$ cat src/rtl/kwsm_pkg.sv
// Shared constants and types of the k-way sorted merge core.
`default_nettype none
package kwsm_pkg;

    localparam int CMD_W    = 1;
    localparam int SRC_W    = 4;
    localparam int VALUE_W  = 32;
    localparam int COUNT_W  = 5;
    localparam int APB_DW   = 32;
    localparam int APB_AW   = 3;

    localparam logic [CMD_W-1:0] CMD_HEAD  = 1'b0;
    localparam logic [CMD_W-1:0] CMD_REPLY = 1'b1;

    // Register index of stream_count, taken from byte address bit 2.
    localparam logic REG_STREAM_COUNT = 1'b0;

    localparam logic [COUNT_W-1:0] STREAM_COUNT_RESET = 5'd16;

    // Operation broadcast to every cell of the row.
    typedef struct packed {
        logic insert;
        logic pop;
    } t_chain_op;

endpackage
`default_nettype wire

$ cat src/rtl/kwsm_if.sv
// Valid/ready channel interfaces for input words and result words.
`default_nettype none
interface kwsm_in_if;
    import kwsm_pkg::*;
    logic               valid;
    logic               ready;
    logic [CMD_W-1:0]   command;
    logic [SRC_W-1:0]   stream_index;
    logic               present;
    logic signed [VALUE_W-1:0] element_value;

    modport source (output valid, command, stream_index, present, element_value,
                    input ready);
    modport sink   (input valid, command, stream_index, present, element_value,
                    output ready);
endinterface

interface kwsm_out_if;
    import kwsm_pkg::*;
    logic               valid;
    logic               ready;
    logic signed [VALUE_W-1:0] merged_value;
    logic [SRC_W-1:0]   source_stream;
    logic               done_res;

    modport source (output valid, merged_value, source_stream, done_res,
                    input ready);
    modport sink   (input valid, merged_value, source_stream, done_res,
                    output ready);
endinterface
`default_nettype wire

$ cat src/rtl/k_way_sorted_merge_core.sv
// Top level of the k-way sorted merge core: control, register port and cell row.
`default_nettype none
// Merges up to stream_count ascending streams into one ascending stream of
// result words. The pending stream heads live in a row of MAX_STREAMS cells
// kept in (key, stream) order, smallest at the head cell; an insertion is
// one parallel compare-and-shift of the whole row and a removal is one shift
// toward the head. During the load phase, command 0 words deliver each
// stream's first element or mark the stream empty. When the last head has
// arrived the smallest head is emitted with its stream index; that result is
// a request for the stream's next element, answered by a command 1 word that
// carries it or says the stream is exhausted. Words that do not fit the
// current phase, or reply for a stream other than the requested one, are
// taken and ignored. When the row runs empty a done result is emitted and the
// core returns to the load phase. An ignored word is only accepted, a head
// that does not yet start the merge is accepted and then inserted into the
// row, and a word that produces a result is accepted, inserted and then the
// head is removed into the output register; the removal waits while the
// output register is still held by an earlier result. One input word is in
// work at a time; no new word is taken until the last one is through. The
// stream_count register sits at byte address 0 and should be written only
// while no merge is in progress; values 0 act as 1 and values above
// MAX_STREAMS act as MAX_STREAMS.
module k_way_sorted_merge_core #(
    parameter int MAX_STREAMS = 16,
    parameter int KEY_BITS    = 32
) (
    input  wire                             i_clk,
    input  wire                             i_rst_n,
    kwsm_in_if.sink                         i_in,
    kwsm_out_if.source                      o_out,
    input  wire                             psel,
    input  wire                             penable,
    input  wire                             pwrite,
    input  wire [kwsm_pkg::APB_AW-1:0]      paddr,
    input  wire [kwsm_pkg::APB_DW-1:0]      pwdata,
    output logic [kwsm_pkg::APB_DW-1:0]     prdata,
    output logic                            pready
);
    import kwsm_pkg::*;

    localparam int CNT_W = $clog2(MAX_STREAMS + 1);

    localparam logic [1:0] S_IDLE = 2'd0;
    localparam logic [1:0] S_INS  = 2'd1;
    localparam logic [1:0] S_POP  = 2'd2;

    // Configuration register.
    logic [COUNT_W-1:0] r_stream_count;
    logic [CNT_W-1:0]   w_active;

    // Control state.
    logic [1:0]       r_state;
    logic [CNT_W-1:0] r_size;
    logic [CNT_W-1:0] r_heads;
    logic             r_merging;
    logic [SRC_W-1:0] r_awaited;

    // Word latched for the row.
    logic signed [KEY_BITS-1:0] r_new_key;
    logic [SRC_W-1:0]           r_new_src;
    logic                       r_do_ins;
    logic                       r_do_emit;

    // Output register.
    logic                       r_out_valid;
    logic signed [VALUE_W-1:0]  r_out_value;
    logic [SRC_W-1:0]           r_out_src;
    logic                       r_out_done;

    logic                       w_accept;
    logic                       w_take;
    logic                       w_emit_now;
    logic                       w_pop_fire;
    logic signed [KEY_BITS-1:0] w_in_key;
    logic signed [VALUE_W-1:0]  w_head_value;
    t_chain_op                  w_op;

    logic                       w_lt  [MAX_STREAMS];
    logic signed [KEY_BITS-1:0] w_key [MAX_STREAMS];
    logic [SRC_W-1:0]           w_src [MAX_STREAMS];

    // ------------------------------------------------------------------
    // Register port. pready is tied high, so every access completes at once.
    // ------------------------------------------------------------------
    assign pready = 1'b1;

    always_ff @(posedge i_clk) begin
        if (!i_rst_n) begin
            r_stream_count <= STREAM_COUNT_RESET;
        end else if (psel && penable && pwrite && pready &&
                     (paddr[2] == REG_STREAM_COUNT)) begin
            r_stream_count <= pwdata[COUNT_W-1:0];
        end
    end

    always_comb begin
        prdata = '0;
        if (paddr[2] == REG_STREAM_COUNT) begin
            prdata = {{(APB_DW-COUNT_W){1'b0}}, r_stream_count};
        end
    end

    // Effective stream count, clamped to the supported range.
    always_comb begin
        if (r_stream_count == '0) begin
            w_active = CNT_W'(1);
        end else if (32'(r_stream_count) > MAX_STREAMS) begin
            w_active = CNT_W'(MAX_STREAMS);
        end else begin
            w_active = CNT_W'(r_stream_count);
        end
    end

    // ------------------------------------------------------------------
    // Key conversion. A narrow key keeps the low bits of the element; a wide
    // key holds the 32-bit element zero-extended.
    // ------------------------------------------------------------------
    generate
        if (KEY_BITS <= VALUE_W) begin : g_narrow_key
            assign w_in_key     = i_in.element_value[KEY_BITS-1:0];
            assign w_head_value = VALUE_W'(w_key[0]);
        end else begin : g_wide_key
            assign w_in_key     = {{(KEY_BITS-VALUE_W){1'b0}}, i_in.element_value};
            assign w_head_value = w_key[0][VALUE_W-1:0];
        end
    endgenerate

    // ------------------------------------------------------------------
    // Word acceptance and decode.
    // ------------------------------------------------------------------
    assign i_in.ready = (r_state == S_IDLE);
    assign w_accept   = i_in.valid && i_in.ready;

    always_comb begin
        if (!r_merging) begin
            w_take     = (i_in.command == CMD_HEAD) &&
                         (32'(i_in.stream_index) < 32'(w_active));
            w_emit_now = (32'(r_heads) + 32'd1) >= 32'(w_active);
        end else begin
            w_take     = (i_in.command == CMD_REPLY) &&
                         (i_in.stream_index == r_awaited);
            w_emit_now = 1'b1;
        end
    end

    assign w_pop_fire = (r_state == S_POP) && (!r_out_valid || o_out.ready);

    always_comb begin
        w_op.insert = (r_state == S_INS) && r_do_ins;
        w_op.pop    = w_pop_fire && (r_size != '0);
    end

    always_ff @(posedge i_clk) begin
        if (w_accept && w_take) begin
            r_new_key <= w_in_key;
            r_new_src <= i_in.stream_index;
            r_do_ins  <= i_in.present && (32'(r_size) < MAX_STREAMS);
            r_do_emit <= w_emit_now;
        end
    end

    // ------------------------------------------------------------------
    // Sequencer and phase bookkeeping.
    // ------------------------------------------------------------------
    always_ff @(posedge i_clk) begin
        if (!i_rst_n) begin
            r_state   <= S_IDLE;
            r_size    <= '0;
            r_heads   <= '0;
            r_merging <= 1'b0;
            r_awaited <= '0;
        end else begin
            case (r_state)
                S_IDLE: begin
                    if (w_accept && w_take) begin
                        r_state <= S_INS;
                        if (!r_merging) begin
                            r_heads <= r_heads + CNT_W'(1);
                            if (w_emit_now) begin
                                r_merging <= 1'b1;
                            end
                        end
                    end
                end
                S_INS: begin
                    if (r_do_ins) begin
                        r_size <= r_size + CNT_W'(1);
                    end
                    r_state <= r_do_emit ? S_POP : S_IDLE;
                end
                S_POP: begin
                    if (w_pop_fire) begin
                        r_state <= S_IDLE;
                        if (r_size == '0) begin
                            // Merge finished: back to the load phase.
                            r_heads   <= '0;
                            r_merging <= 1'b0;
                            r_awaited <= '0;
                        end else begin
                            r_size    <= r_size - CNT_W'(1);
                            r_awaited <= w_src[0];
                        end
                    end
                end
                default: begin
                    r_state <= S_IDLE;
                end
            endcase
        end
    end

    // ------------------------------------------------------------------
    // Output register: one result word, held until the sink takes it.
    // ------------------------------------------------------------------
    always_ff @(posedge i_clk) begin
        if (!i_rst_n) begin
            r_out_valid <= 1'b0;
        end else if (w_pop_fire) begin
            r_out_valid <= 1'b1;
        end else if (o_out.ready) begin
            r_out_valid <= 1'b0;
        end
    end

    always_ff @(posedge i_clk) begin
        if (w_pop_fire) begin
            if (r_size == '0) begin
                r_out_value <= '0;
                r_out_src   <= '0;
                r_out_done  <= 1'b1;
            end else begin
                r_out_value <= w_head_value;
                r_out_src   <= w_src[0];
                r_out_done  <= 1'b0;
            end
        end
    end

    assign o_out.valid         = r_out_valid;
    assign o_out.merged_value  = r_out_value;
    assign o_out.source_stream = r_out_src;
    assign o_out.done_res      = r_out_done;

    // ------------------------------------------------------------------
    // Cell row. Cell 0 holds the smallest entry; each cell sees the insert
    // decision and entry of its left neighbor and the entry of its right one.
    // ------------------------------------------------------------------
    generate
        for (genvar g = 0; g < MAX_STREAMS; g++) begin : g_cell
            logic                       w_left_lt;
            logic signed [KEY_BITS-1:0] w_left_key;
            logic [SRC_W-1:0]           w_left_src;
            logic signed [KEY_BITS-1:0] w_right_key;
            logic [SRC_W-1:0]           w_right_src;

            if (g == 0) begin : g_head
                assign w_left_lt  = 1'b0;
                assign w_left_key = r_new_key;
                assign w_left_src = r_new_src;
            end else begin : g_mid
                assign w_left_lt  = w_lt[g-1];
                assign w_left_key = w_key[g-1];
                assign w_left_src = w_src[g-1];
            end

            if (g == MAX_STREAMS - 1) begin : g_tail
                assign w_right_key = '0;
                assign w_right_src = '0;
            end else begin : g_inner
                assign w_right_key = w_key[g+1];
                assign w_right_src = w_src[g+1];
            end

            kwsm_cell #(
                .INDEX    (g),
                .KEY_BITS (KEY_BITS),
                .CNT_W    (CNT_W)
            ) u_cell (
                .i_clk       (i_clk),
                .i_op        (w_op),
                .i_size      (r_size),
                .i_new_key   (r_new_key),
                .i_new_src   (r_new_src),
                .i_left_lt   (w_left_lt),
                .i_left_key  (w_left_key),
                .i_left_src  (w_left_src),
                .i_right_key (w_right_key),
                .i_right_src (w_right_src),
                .o_lt        (w_lt[g]),
                .o_key       (w_key[g]),
                .o_src       (w_src[g])
            );
        end
    endgenerate

    // ------------------------------------------------------------------
    // Assertions.
    // ------------------------------------------------------------------
    a_size_bound: assert property (@(posedge i_clk) disable iff (!i_rst_n)
        32'(r_size) <= MAX_STREAMS)
        else $error("fill count exceeds the cell row");

    a_done_on_empty: assert property (@(posedge i_clk) disable iff (!i_rst_n)
        (w_pop_fire && (r_size == '0)) |=> (r_out_valid && r_out_done && !r_merging))
        else $error("done result not produced on an empty row");

    a_request_tracks: assert property (@(posedge i_clk) disable iff (!i_rst_n)
        (w_pop_fire && (r_size != '0)) |=>
            (r_out_valid && !r_out_done && (r_awaited == r_out_src) && r_merging))
        else $error("awaited stream does not match the emitted word");

    a_op_exclusive: assert property (@(posedge i_clk) disable iff (!i_rst_n)
        w_op.insert |-> (!w_op.pop && !i_in.ready))
        else $error("row insert overlaps a removal or an acceptance");

endmodule
`default_nettype wire

$ cat src/rtl/kwsm_cell.sv
// One cell of the sorted priority row: holds one entry and shifts with its neighbors.
`default_nettype none
module kwsm_cell #(
    parameter int INDEX    = 0,
    parameter int KEY_BITS = 32,
    parameter int CNT_W    = 5
) (
    input  wire                               i_clk,
    input  wire kwsm_pkg::t_chain_op          i_op,
    input  wire [CNT_W-1:0]                   i_size,
    input  wire signed [KEY_BITS-1:0]         i_new_key,
    input  wire [kwsm_pkg::SRC_W-1:0]         i_new_src,
    input  wire                               i_left_lt,
    input  wire signed [KEY_BITS-1:0]         i_left_key,
    input  wire [kwsm_pkg::SRC_W-1:0]         i_left_src,
    input  wire signed [KEY_BITS-1:0]         i_right_key,
    input  wire [kwsm_pkg::SRC_W-1:0]         i_right_src,
    output logic                              o_lt,
    output logic signed [KEY_BITS-1:0]        o_key,
    output logic [kwsm_pkg::SRC_W-1:0]        o_src
);
    import kwsm_pkg::*;

    logic signed [KEY_BITS-1:0] r_key, n_key;
    logic [SRC_W-1:0]           r_src, n_src;
    logic                       w_occupied;

    // The row is filled from the head, so occupancy follows from the fill count.
    assign w_occupied = (INDEX < 32'(i_size));

    // True when the new entry must sit before this cell's entry.
    assign o_lt = !w_occupied || (i_new_key < r_key) ||
                  ((i_new_key == r_key) && (i_new_src < r_src));

    always_comb begin
        n_key = r_key;
        n_src = r_src;
        if (i_op.insert && o_lt) begin
            if (i_left_lt) begin
                n_key = i_left_key;
                n_src = i_left_src;
            end else begin
                n_key = i_new_key;
                n_src = i_new_src;
            end
        end else if (i_op.pop) begin
            n_key = i_right_key;
            n_src = i_right_src;
        end
    end

    always_ff @(posedge i_clk) begin
        r_key <= n_key;
        r_src <= n_src;
    end

    assign o_key = r_key;
    assign o_src = r_src;

endmodule
`default_nettype wire
$ cat src/flat_wrapper.sv
// flat-port wrapper written by rule: the top's interface ports become plain ports
module k_way_sorted_merge_core_flat import kwsm_pkg::*;
#(
    parameter int MAX_STREAMS = 16,
    parameter int KEY_BITS    = 32
)
  (i_clk, i_rst_n, psel, penable, pwrite, paddr, pwdata, prdata, pready, i_in_valid, i_in_command, i_in_stream_index, i_in_present, i_in_element_value, i_in_ready, o_out_valid, o_out_merged_value, o_out_source_stream, o_out_done_res, o_out_ready);
  kwsm_in_if i_in_i ();
  kwsm_out_if o_out_i ();
  input  wire i_clk;
  input  wire i_rst_n;
  input  wire psel;
  input  wire penable;
  input  wire pwrite;
  input  wire [kwsm_pkg::APB_AW-1:0] paddr;
  input  wire [kwsm_pkg::APB_DW-1:0] pwdata;
  output logic [kwsm_pkg::APB_DW-1:0] prdata;
  output logic pready;
  input wire logic [$bits(i_in_i.valid)-1:0] i_in_valid;
  input wire logic [$bits(i_in_i.command)-1:0] i_in_command;
  input wire logic [$bits(i_in_i.stream_index)-1:0] i_in_stream_index;
  input wire logic [$bits(i_in_i.present)-1:0] i_in_present;
  input wire logic [$bits(i_in_i.element_value)-1:0] i_in_element_value;
  output wire logic [$bits(i_in_i.ready)-1:0] i_in_ready;
  output wire logic [$bits(o_out_i.valid)-1:0] o_out_valid;
  output wire logic [$bits(o_out_i.merged_value)-1:0] o_out_merged_value;
  output wire logic [$bits(o_out_i.source_stream)-1:0] o_out_source_stream;
  output wire logic [$bits(o_out_i.done_res)-1:0] o_out_done_res;
  input wire logic [$bits(o_out_i.ready)-1:0] o_out_ready;
  assign i_in_i.valid = i_in_valid;
  assign i_in_i.command = i_in_command;
  assign i_in_i.stream_index = i_in_stream_index;
  assign i_in_i.present = i_in_present;
  assign i_in_i.element_value = i_in_element_value;
  assign i_in_ready = i_in_i.ready;
  assign o_out_valid = o_out_i.valid;
  assign o_out_merged_value = o_out_i.merged_value;
  assign o_out_source_stream = o_out_i.source_stream;
  assign o_out_done_res = o_out_i.done_res;
  assign o_out_i.ready = o_out_ready;
  k_way_sorted_merge_core #(.MAX_STREAMS(MAX_STREAMS), .KEY_BITS(KEY_BITS)) u_core (.i_clk(i_clk), .i_rst_n(i_rst_n), .i_in(i_in_i), .o_out(o_out_i), .psel(psel), .penable(penable), .pwrite(pwrite), .paddr(paddr), .pwdata(pwdata), .prdata(prdata), .pready(pready));
endmodule
$ cat config.mk
export PLATFORM = sky130hd
export DESIGN_NAME = k_way_sorted_merge_core_flat
export DESIGN_NICKNAME = d
export VERILOG_FILES = /design/src/rtl/kwsm_pkg.sv /design/src/rtl/kwsm_if.sv /design/src/rtl/k_way_sorted_merge_core.sv /design/src/rtl/kwsm_cell.sv /design/src/flat_wrapper.sv
export SDC_FILE = /design/constraint.sdc
export NUM_CORES = 2
export LEC_CHECK = 0
export ABC_CLOCK_PERIOD_IN_PS = 8290
export BUFFER_PORTS_ARGS = -buffer_cell sky130_fd_sc_hd__buf_2
export CAP_MARGIN = 20
export CORE_ASPECT_RATIO = 0.8
export CORE_UTILIZATION = 45
export CTS_CLUSTER_DIAMETER = 40
export DETAILED_ROUTE_END_ITERATION = 10
export GPL_TIMING_DRIVEN = 0
export HOLD_SLACK_MARGIN = 0.1
export MAX_ROUTING_LAYER = met4
export PLACE_DENSITY_LB_ADDON = 0.1
export SYNTH_ARGS = -nofsm -noshare
export SYNTH_HDL_FRONTEND = slang
export SYNTH_SLANG_ARGS = --single-unit
$ cat constraint.sdc
create_clock -name i_clk -period 8.29 [get_ports i_clk]
set_clock_uncertainty 0.2 [all_clocks]
set_input_delay 0.829 -clock i_clk [delete_from_list [all_inputs] [get_ports i_clk]]
set_output_delay 0.829 -clock i_clk [all_outputs]
set_load 0.01 [all_outputs]
After elaboration in Yosys (flattened, before gate mapping)
Cells that the tools add are included.
{"block": "classes", "add_sub_neg": 4, "magnitude_cmp": 52, "eq_ne": 25, "n_mux": 122, "bitwise": 2, "reduce_logical": 121}
{"op": "$mux 32", "count": 47}
{"op": "$eq 32x32->1", "count": 16}
{"op": "$lt 32x32->1", "count": 16}
{"op": "$mux 4", "count": 48}
{"op": "$lt 4x4->1", "count": 16}
{"op": "$mux 5", "count": 10}
{"op": "$logic_and 1x1->1", "count": 43}
{"op": "$lt 4x5->1 const A", "count": 8}
{"op": "$reduce_bool 2->1", "count": 19}
{"op": "$logic_or 1x1->1", "count": 33}
{"op": "$ge 32x5->1", "count": 1}
{"op": "$lt 3x5->1 const A", "count": 4}
{"op": "$pmux 5 s2", "count": 2}
{"op": "$logic_not 1->1", "count": 17}
{"op": "$add 5x1->5 const B", "count": 2}
{"op": "$logic_not 5->1", "count": 2}
{"op": "$lt 1x5->1 const A", "count": 2}
{"op": "$lt 2x5->1 const A", "count": 2}
{"op": "$mux 1", "count": 10}
{"op": "$ne 2x2->1 const B", "count": 4}
{"op": "$reduce_and 4->1", "count": 2}
{"op": "$add 5x1->6 const B", "count": 1}
{"op": "$mux 2", "count": 3}
{"op": "$pmux 2 s3", "count": 1}
{"op": "14 further kinds", "count": 17}
{"block": "totals", "ff_bits": 674, "inputBits": 80, "output_inout_bits": 72, "wordCells": 372}

Depth between registers and ports, before layout
{"block": "depth", "word_depth": 9, "ltp_mapped": 13, "depth_no_buf": 11}

Cells and area by module
Synthesis repeated with hierarchy kept, for this count alone.
{"block": "hier_totals", "cells_unflattened": 4373, "hier_area_um2": 52489.1}
{"module": "kwsm_cell (u_core.g_cell[12].u_cell ...)", "instances": 2, "cells_each": 252, "area_each_um2": 3056.7, "seq_area_each_um2": 1081.0}
{"module": "kwsm_cell (u_core.g_cell[0].u_cell ...)", "instances": 2, "cells_each": 253, "area_each_um2": 3055.4, "seq_area_each_um2": 1081.0}
{"module": "kwsm_cell (u_core.g_cell[13].u_cell ...)", "instances": 2, "cells_each": 251, "area_each_um2": 3050.4, "seq_area_each_um2": 1081.0}
{"module": "kwsm_cell (u_core.g_cell[14].u_cell ...)", "instances": 2, "cells_each": 256, "area_each_um2": 2934.1, "seq_area_each_um2": 1081.0}
{"module": "k_way_sorted_merge_core", "instances": 1, "cells_each": 327, "area_each_um2": 4246.6, "seq_area_each_um2": 2712.6}
{"module": "kwsm_cell (u_core.g_cell[11].u_cell)", "instances": 1, "cells_each": 251, "area_each_um2": 3049.2, "seq_area_each_um2": 1081.0}
{"module": "kwsm_cell (u_core.g_cell[7].u_cell)", "instances": 1, "cells_each": 251, "area_each_um2": 3047.9, "seq_area_each_um2": 1081.0}
{"module": "kwsm_cell (u_core.g_cell[9].u_cell)", "instances": 1, "cells_each": 253, "area_each_um2": 3040.4, "seq_area_each_um2": 1081.0}
{"module": "kwsm_cell (u_core.g_cell[10].u_cell)", "instances": 1, "cells_each": 252, "area_each_um2": 3027.9, "seq_area_each_um2": 1081.0}
{"module": "kwsm_cell (u_core.g_cell[1].u_cell)", "instances": 1, "cells_each": 252, "area_each_um2": 3012.9, "seq_area_each_um2": 1081.0}
{"module": "kwsm_cell (u_core.g_cell[3].u_cell)", "instances": 1, "cells_each": 252, "area_each_um2": 3011.6, "seq_area_each_um2": 1081.0}
{"module": "kwsm_cell (u_core.g_cell[2].u_cell)", "instances": 1, "cells_each": 256, "area_each_um2": 2935.3, "seq_area_each_um2": 1081.0}
{"module": "kwsm_cell (u_core.g_cell[15].u_cell)", "instances": 1, "cells_each": 255, "area_each_um2": 2924.1, "seq_area_each_um2": 1081.0}

Worst setup path before layout
Ideal clock, no wire load.
{"block": "synth_timing", "path_kind": "reg2reg", "from": "register u_core.r_new_key[31] (netlist: u_core.g_cell[0].w_left_key[31])", "to": "register u_core.g_cell[14].u_cell.r_key[0] (enable)", "setup_ps": 479, "arrival_ps": 5121, "required_time_ps": 7611, "slack_ps": 2490, "path_stages_with_launch": 11, "n_path_buf": 2, "period_less_slack_ps": 5800, "path_cell_list": "edfxtp_1 ha_1 nand4_1 nor4_2 and3_1 o31ai_1 a41o_1 and3_1 buf_4 buf_6 o21ai_0"}
{"block": "synth_between", "elab_chain_cells": 5, "elab_cells_between_ends": 7, "classes_between": "1 x order compare; 1 x eq/ne; 5 x reduce/logical"}
{"element": "from (decl)", "line_no": "k_way_sorted_merge_core.sv:59", "rtl": "logic signed [KEY_BITS-1:0] r_new_key;"}
{"element": "from (signal assigned)", "line_no": "k_way_sorted_merge_core.sv:155", "rtl": "r_new_key <= w_in_key;"}
{"element": "$lt 32x32->1 or $eq 32x32->1 (tied branches)", "line_no": "kwsm_cell.sv:32, kwsm_cell.sv:33"}
{"element": "$logic_or 1x1->1 or $logic_and 1x1->1 (tied branches)", "line_no": "kwsm_cell.sv:32, kwsm_cell.sv:33"}
{"element": "$logic_or 1x1->1 *", "line_no": "kwsm_cell.sv:32", "rtl": "assign o_lt = !w_occupied || (i_new_key < r_key) ||"}
{"element": "$logic_and 1x1->1 *", "line_no": "kwsm_cell.sv:38", "rtl": "if (i_op.insert && o_lt) begin"}
{"element": "$reduce_bool 2->1 (no source line) *"}
{"element": "to (signal assigned)", "line_no": "kwsm_cell.sv:53", "rtl": "r_key <= n_key;"}
{"element": "to (decl)", "line_no": "kwsm_cell.sv:24", "rtl": "logic signed [KEY_BITS-1:0] r_key, n_key;"}
Mark *: on every way between the ends. The rest lies on a longest branch, timed or not.
A chain may end at the register's enable or synchronous reset.

Worst setup path in the final report
{"block": "layout_timing", "from": "register u_core.r_new_key[9] (netlist: u_core.g_cell[0].w_left_key[9])", "to": "register u_core.g_cell[15].u_cell.r_key[1] (enable)"}
{"block": "layout_between", "elab_chain_cells": 5, "elab_cells_between_ends": 7, "classes_between": "1 x order compare; 1 x eq/ne; 5 x reduce/logical"}
{"element": "$lt 32x32->1 or $eq 32x32->1 (tied branches)", "line_no": "kwsm_cell.sv:32, kwsm_cell.sv:33"}
{"element": "$logic_or 1x1->1 or $logic_and 1x1->1 (tied branches)", "line_no": "kwsm_cell.sv:32, kwsm_cell.sv:33"}
{"element": "$logic_or 1x1->1 *", "line_no": "kwsm_cell.sv:32"}
{"element": "$logic_and 1x1->1 *", "line_no": "kwsm_cell.sv:38"}
{"element": "$reduce_bool 2->1 (no source line) *"}
{"element": "to (signal assigned)", "line_no": "kwsm_cell.sv:53"}
{"element": "to (decl)", "line_no": "kwsm_cell.sv:24"}
Marks and branches as above.

==> run_summary.xml <==
<?xml version="1.0" encoding="UTF-8"?>
<metrics>
  <group name="status">
    <metric name="run_status" unit="">completed</metric>
  </group>
  <group name="placement">
    <metric name="dpl_cell_area" unit="mm2">0.05089</metric>
    <metric name="gp_congestion" unit="">0.9075</metric>
    <metric name="placed_cells_incl_taps" unit="">6339</metric>
    <metric name="place_worst_setup_slack" unit="ps">3131</metric>
    <metric name="numPortBuffers" unit="">94</metric>
    <metric name="post-dp-hpwl" unit="um">120000</metric>
  </group>
  <group name="synth">
    <metric name="ys_top_cells_by_area" unit="">edfxtp_1, ha_1, mux2i_1</metric>
    <metric name="syn_avg_cell_area" unit="um2">10.01</metric>
    <metric name="synth_enable_flop_cells" unit="">651</metric>
    <metric name="ys_async_sr_fraction" unit="%">0</metric>
    <metric name="post_synthesis_register_bit_count" unit="">674</metric>
    <metric name="synth.lib_cells_used.distinct" unit="">75</metric>
    <metric name="yosys_most_used_dff" unit="">edfxtp_1</metric>
    <metric name="post_synth_most_frequent_cells" unit="">edfxtp_1, mux2i_1, inv_1</metric>
    <metric name="syn-instance-count" unit="">4779</metric>
    <metric name="mappedNetlistArea" unit="mm2">0.04786</metric>
    <metric name="yosysSeqAreaShare" unit="%">41.81</metric>
    <metric name="yosys.area.top_type" unit="">edfxtp_1</metric>
    <metric name="synthMostInstantiatedCell" unit="">edfxtp_1</metric>
    <metric name="yosys_warnings" unit="">0</metric>
    <metric name="yosys.area.top_type_share" unit="%">40.84</metric>
  </group>
  <group name="power_and_ir_drop">
    <metric name="p_sw_share" unit="%">25.28</metric>
    <metric name="clock_power_share" unit="%">53.0</metric>
    <metric name="p_leak" unit="nW">23.76</metric>
    <metric name="power.switching" unit="mW">2.537</metric>
    <metric name="fin_total_pwr" unit="mW">10.04</metric>
    <metric name="p_int" unit="mW">7.502</metric>
    <metric name="share_seq_of_total_power" unit="%">39.0</metric>
    <metric name="ir_worst_vdd" unit="V">0.0001728</metric>
    <metric name="share_comb_of_total_power" unit="%">8.1</metric>
    <metric name="power_density_normalized_to_cell_area" unit="mW/mm2">180.5</metric>
  </group>
  <group name="worst_setup_path">
    <metric name="cp-start-kind" unit="">flop</metric>
    <metric name="cp.arrival" unit="ps">5620</metric>
    <metric name="rr_worst_depth" unit="">11</metric>
    <metric name="timing_worst_setup_path_type" unit="">reg -&gt; reg</metric>
    <metric name="worst_ep_required_time" unit="ps">8530</metric>
    <metric name="crit_path_max_fanout" unit="">32</metric>
    <metric name="crit_path_end_kind" unit="">flop</metric>
  </group>
  <group name="layout">
    <metric name="finish.cell_count_without_fillers" unit="">6603</metric>
    <metric name="area_growth" unit="%">16.22</metric>
    <metric name="final_cell_area" unit="mm2">0.05562</metric>
    <metric name="fin_util" unit="%">53.02</metric>
    <metric name="final_layout_size_suffix_gt1_share" unit="%">11.37</metric>
    <metric name="num-nets-final" unit="">5746</metric>
    <metric name="num_antenna_cells" unit="">0</metric>
  </group>
  <group name="sta">
    <metric name="report.final.hold_viol_count" unit="">0</metric>
    <metric name="setup-violations-final" unit="">0</metric>
    <metric name="maxClockFrequency" unit="MHz">186.1</metric>
    <metric name="unrepaired_setup_endpoints_after_global_routing" unit="">false</metric>
    <metric name="timing.max_slew.rel_slack" unit="%">16.12</metric>
    <metric name="timing_max_transition_violations_final" unit="">0</metric>
    <metric name="timing.final.crit_period" unit="ps">5375</metric>
    <metric name="tightest_slew" unit="ps">1247</metric>
    <metric name="finalCritPeriodShare" unit="%">64.83</metric>
    <metric name="finalWorstSetupSlack" unit="ps">2915</metric>
  </group>
  <group name="die">
    <metric name="floorplan.rows" unit="">106</metric>
    <metric name="ioPinCount" unit="">152</metric>
    <metric name="core-area" unit="mm2">0.1049</metric>
    <metric name="initial_core_util" unit="%">45.62</metric>
    <metric name="die_width" unit="um">366.6</metric>
    <metric name="floorplan.die.height" unit="um">293.7</metric>
    <metric name="fp.dieArea" unit="mm2">0.1077</metric>
  </group>
  <group name="route">
    <metric name="detailroute.wirelength.met2" unit="um">61310</metric>
    <metric name="antenna_left" unit="">0</metric>
    <metric name="detail_route.vias_per_cell" unit="">5.660</metric>
    <metric name="routed.top_layer" unit="">met4</metric>
    <metric name="routed_wirelength" unit="um">151500</metric>
    <metric name="drt_pass1_iterations" unit="">6</metric>
    <metric name="first_iter_violations" unit="">3819</metric>
    <metric name="wl_per_cell" unit="um">22.94</metric>
    <metric name="route.met3.wl" unit="um">10810</metric>
    <metric name="drt-met1-wl" unit="um">77000</metric>
    <metric name="dr_total_vias" unit="">37370</metric>
    <metric name="route.detailed.drc" unit="">0</metric>
  </group>
  <group name="global_routing">
    <metric name="antenna_found_initial" unit="">1</metric>
    <metric name="overflow" unit="">0</metric>
    <metric name="number_of_global_route_vias_before_repair" unit="">36780</metric>
    <metric name="grt_max_degree" unit="">33</metric>
    <metric name="grtUsageTotal" unit="%">28.64</metric>
    <metric name="global_route_wire_length_before_repair" unit="um">227400</metric>
  </group>
  <group name="cts">
    <metric name="cts_resized" unit="">0</metric>
    <metric name="clk_path_buf_depth" unit="">3</metric>
    <metric name="cts.repair_timing.setup_buffer_count" unit="">0</metric>
    <metric name="clk-insertion-delay-late" unit="ps">730</metric>
    <metric name="tritoncts_num_sinks" unit="">674</metric>
    <metric name="clockRootBuffer" unit="">clkbuf_16</metric>
    <metric name="cts_tree" unit="">yes</metric>
    <metric name="number_of_levels_in_the_clock_h_tree" unit="">3</metric>
    <metric name="clkTransAtPathRegs" unit="ps">50</metric>
    <metric name="cts_buffers" unit="">120</metric>
  </group>
  <group name="job">
    <metric name="drv.max_cap_violation_count" unit="">0</metric>
  </group>
  <group name="min_path">
    <metric name="whs_path_depth" unit="">1</metric>
    <metric name="min_path_type" unit="">in -&gt; reg</metric>
  </group>
</metrics>
[kinds of logic after synthesis]
| group | after synthesis | share of synthesized area [%] |
|---|---|---|
| muxes | 616 | 13.20 |
| adders and majority gates | 572 | 14.95 |
| other | 2 | 0.01569 |
| AOI/OAI and AO/OA | 995 | 11.94 |
| buffers and inverters | 822 | 7.824 |
| xor gates and xnor gates | 11 | 0.2013 |
| DFF | 674 | 41.81 |
| and+or+nand+nor | 1087 | 10.05 |
[area by class of cell]
class / instances / area (um2)
Fill cell: 9557 / 49290
Multi-Input combinational cell: 3309 / 24250
Sequential cell: 674 / 20010
Clock buffer: 130 / 3114
Inverter: 579 / 2173
Tap cell: 1404 / 1757
Buffer: 243 / 1572
Timing Repair Buffer: 167 / 1539
Clock inverter: 97 / 1205
[metrics by stage]
step	hold slack, ps	setup TNS, ps
3_5_place_dp	266.5	0
4_1_cts	103.6	0
6_report	141.4	0
5_1_grt	126.8	0
3_3_place_gp	256.7	-24270
2_1_floorplan	247.8	0
[sequential cells by signal, summed over array words and instances (netlist names)]
register / count
u_core.g_cell.u_cell.o_key: 512
u_core.g_cell.u_cell.o_src: 64
u_core.g_cell.w_left_key: 32
u_core.g_cell.w_left_src: 4
u_core.o_out.done_res: 1
u_core.o_out.merged_value: 32
u_core.o_out.source_stream: 4
u_core.o_out.valid: 1
u_core.r_awaited: 4
u_core.r_do_emit: 1
u_core.r_do_ins: 1
u_core.r_heads: 5
u_core.r_merging: 1
u_core.r_size: 5
u_core.r_state: 2
u_core.r_stream_count: 5
[path summary, 6_finish.rpt]
| check | to | slack (ps) | startpoint |
|---|---|---|---|
| setup / recovery | u_core.g_cell[15].u_cell.o_key[1]$_SDFFCE_PN0P_ | 2920 | u_core.g_cell[0].w_left_key[9]$_DFFE_PP_ |
| hold / removal | u_core.g_cell[0].w_left_src[0]$_DFFE_PP_ | 140 | i_in_stream_index[0] |
| setup reg to reg | u_core.g_cell[15].u_cell.o_key[1]$_SDFFCE_PN0P_ | 2920 | u_core.g_cell[0].w_left_key[9]$_DFFE_PP_ |
| hold reg to reg | u_core.r_awaited[3]$_SDFFE_PN0P_ | 270 | u_core.r_awaited[3]$_SDFFE_PN0P_ |
[power groups by stage]
| stage | combinational, mW | sequential [mW] | clock [mW] |
|---|---|---|---|
| floorplan | 0.505 | 3.94 | 0 |
| global placement | 0.711 | 4.00 | 0 |
| detailed placement | 0.768 | 3.98 | 0 |
| CTS | 0.786 | 3.92 | 5.37 |
| global route | 0.903 | 3.92 | 5.51 |
| finish | 0.809 | 3.91 | 5.32 |
[cell usage in the layout, fill, tap and decap left out, drive strengths merged, types with 24 or more instances in the layout]
cell	netlist	routed
nor2	205	205
conb	2	28
o21ai	493	493
dlygate4sd3	0	32
ha	572	572
inv	578	590
clkbuf	86	216
nor2b	34	34
o211ai	48	48
edfxtp	651	651
nand2	573	573
buf	157	292
mux2i	578	578
nand3	58	58
nor3	24	24
clkinv	1	43
a21oi	306	306
mux2	38	38
nand4	116	116
[critical path: stages (launching register included)]
cell,delay [ps]
edfxtp_1,1050
ha_1,400
a21oi_1,180
nor2_1,50
a211oi_1,700
o21ai_0,240
o21a_1,240
o31a_1,310
o31ai_4,680
buf_2,480
nand2_2,210
buf_12,270
[layer usage]
layer	vias to the layer above	global-route usage, %
met4	0	5.715
met5	-	-
met2	1139	39.55
li1	17870	-
met1	18230	43.62
met3	140	4.597
[what timing repair did]
item | CTS | global route
setup endpoints to repair | 0 | 0
hold buffers | 32 | 0
endpoints found under the hold margin | 32 | 0
No activity file was read; power rests on OpenSTA's default activity.
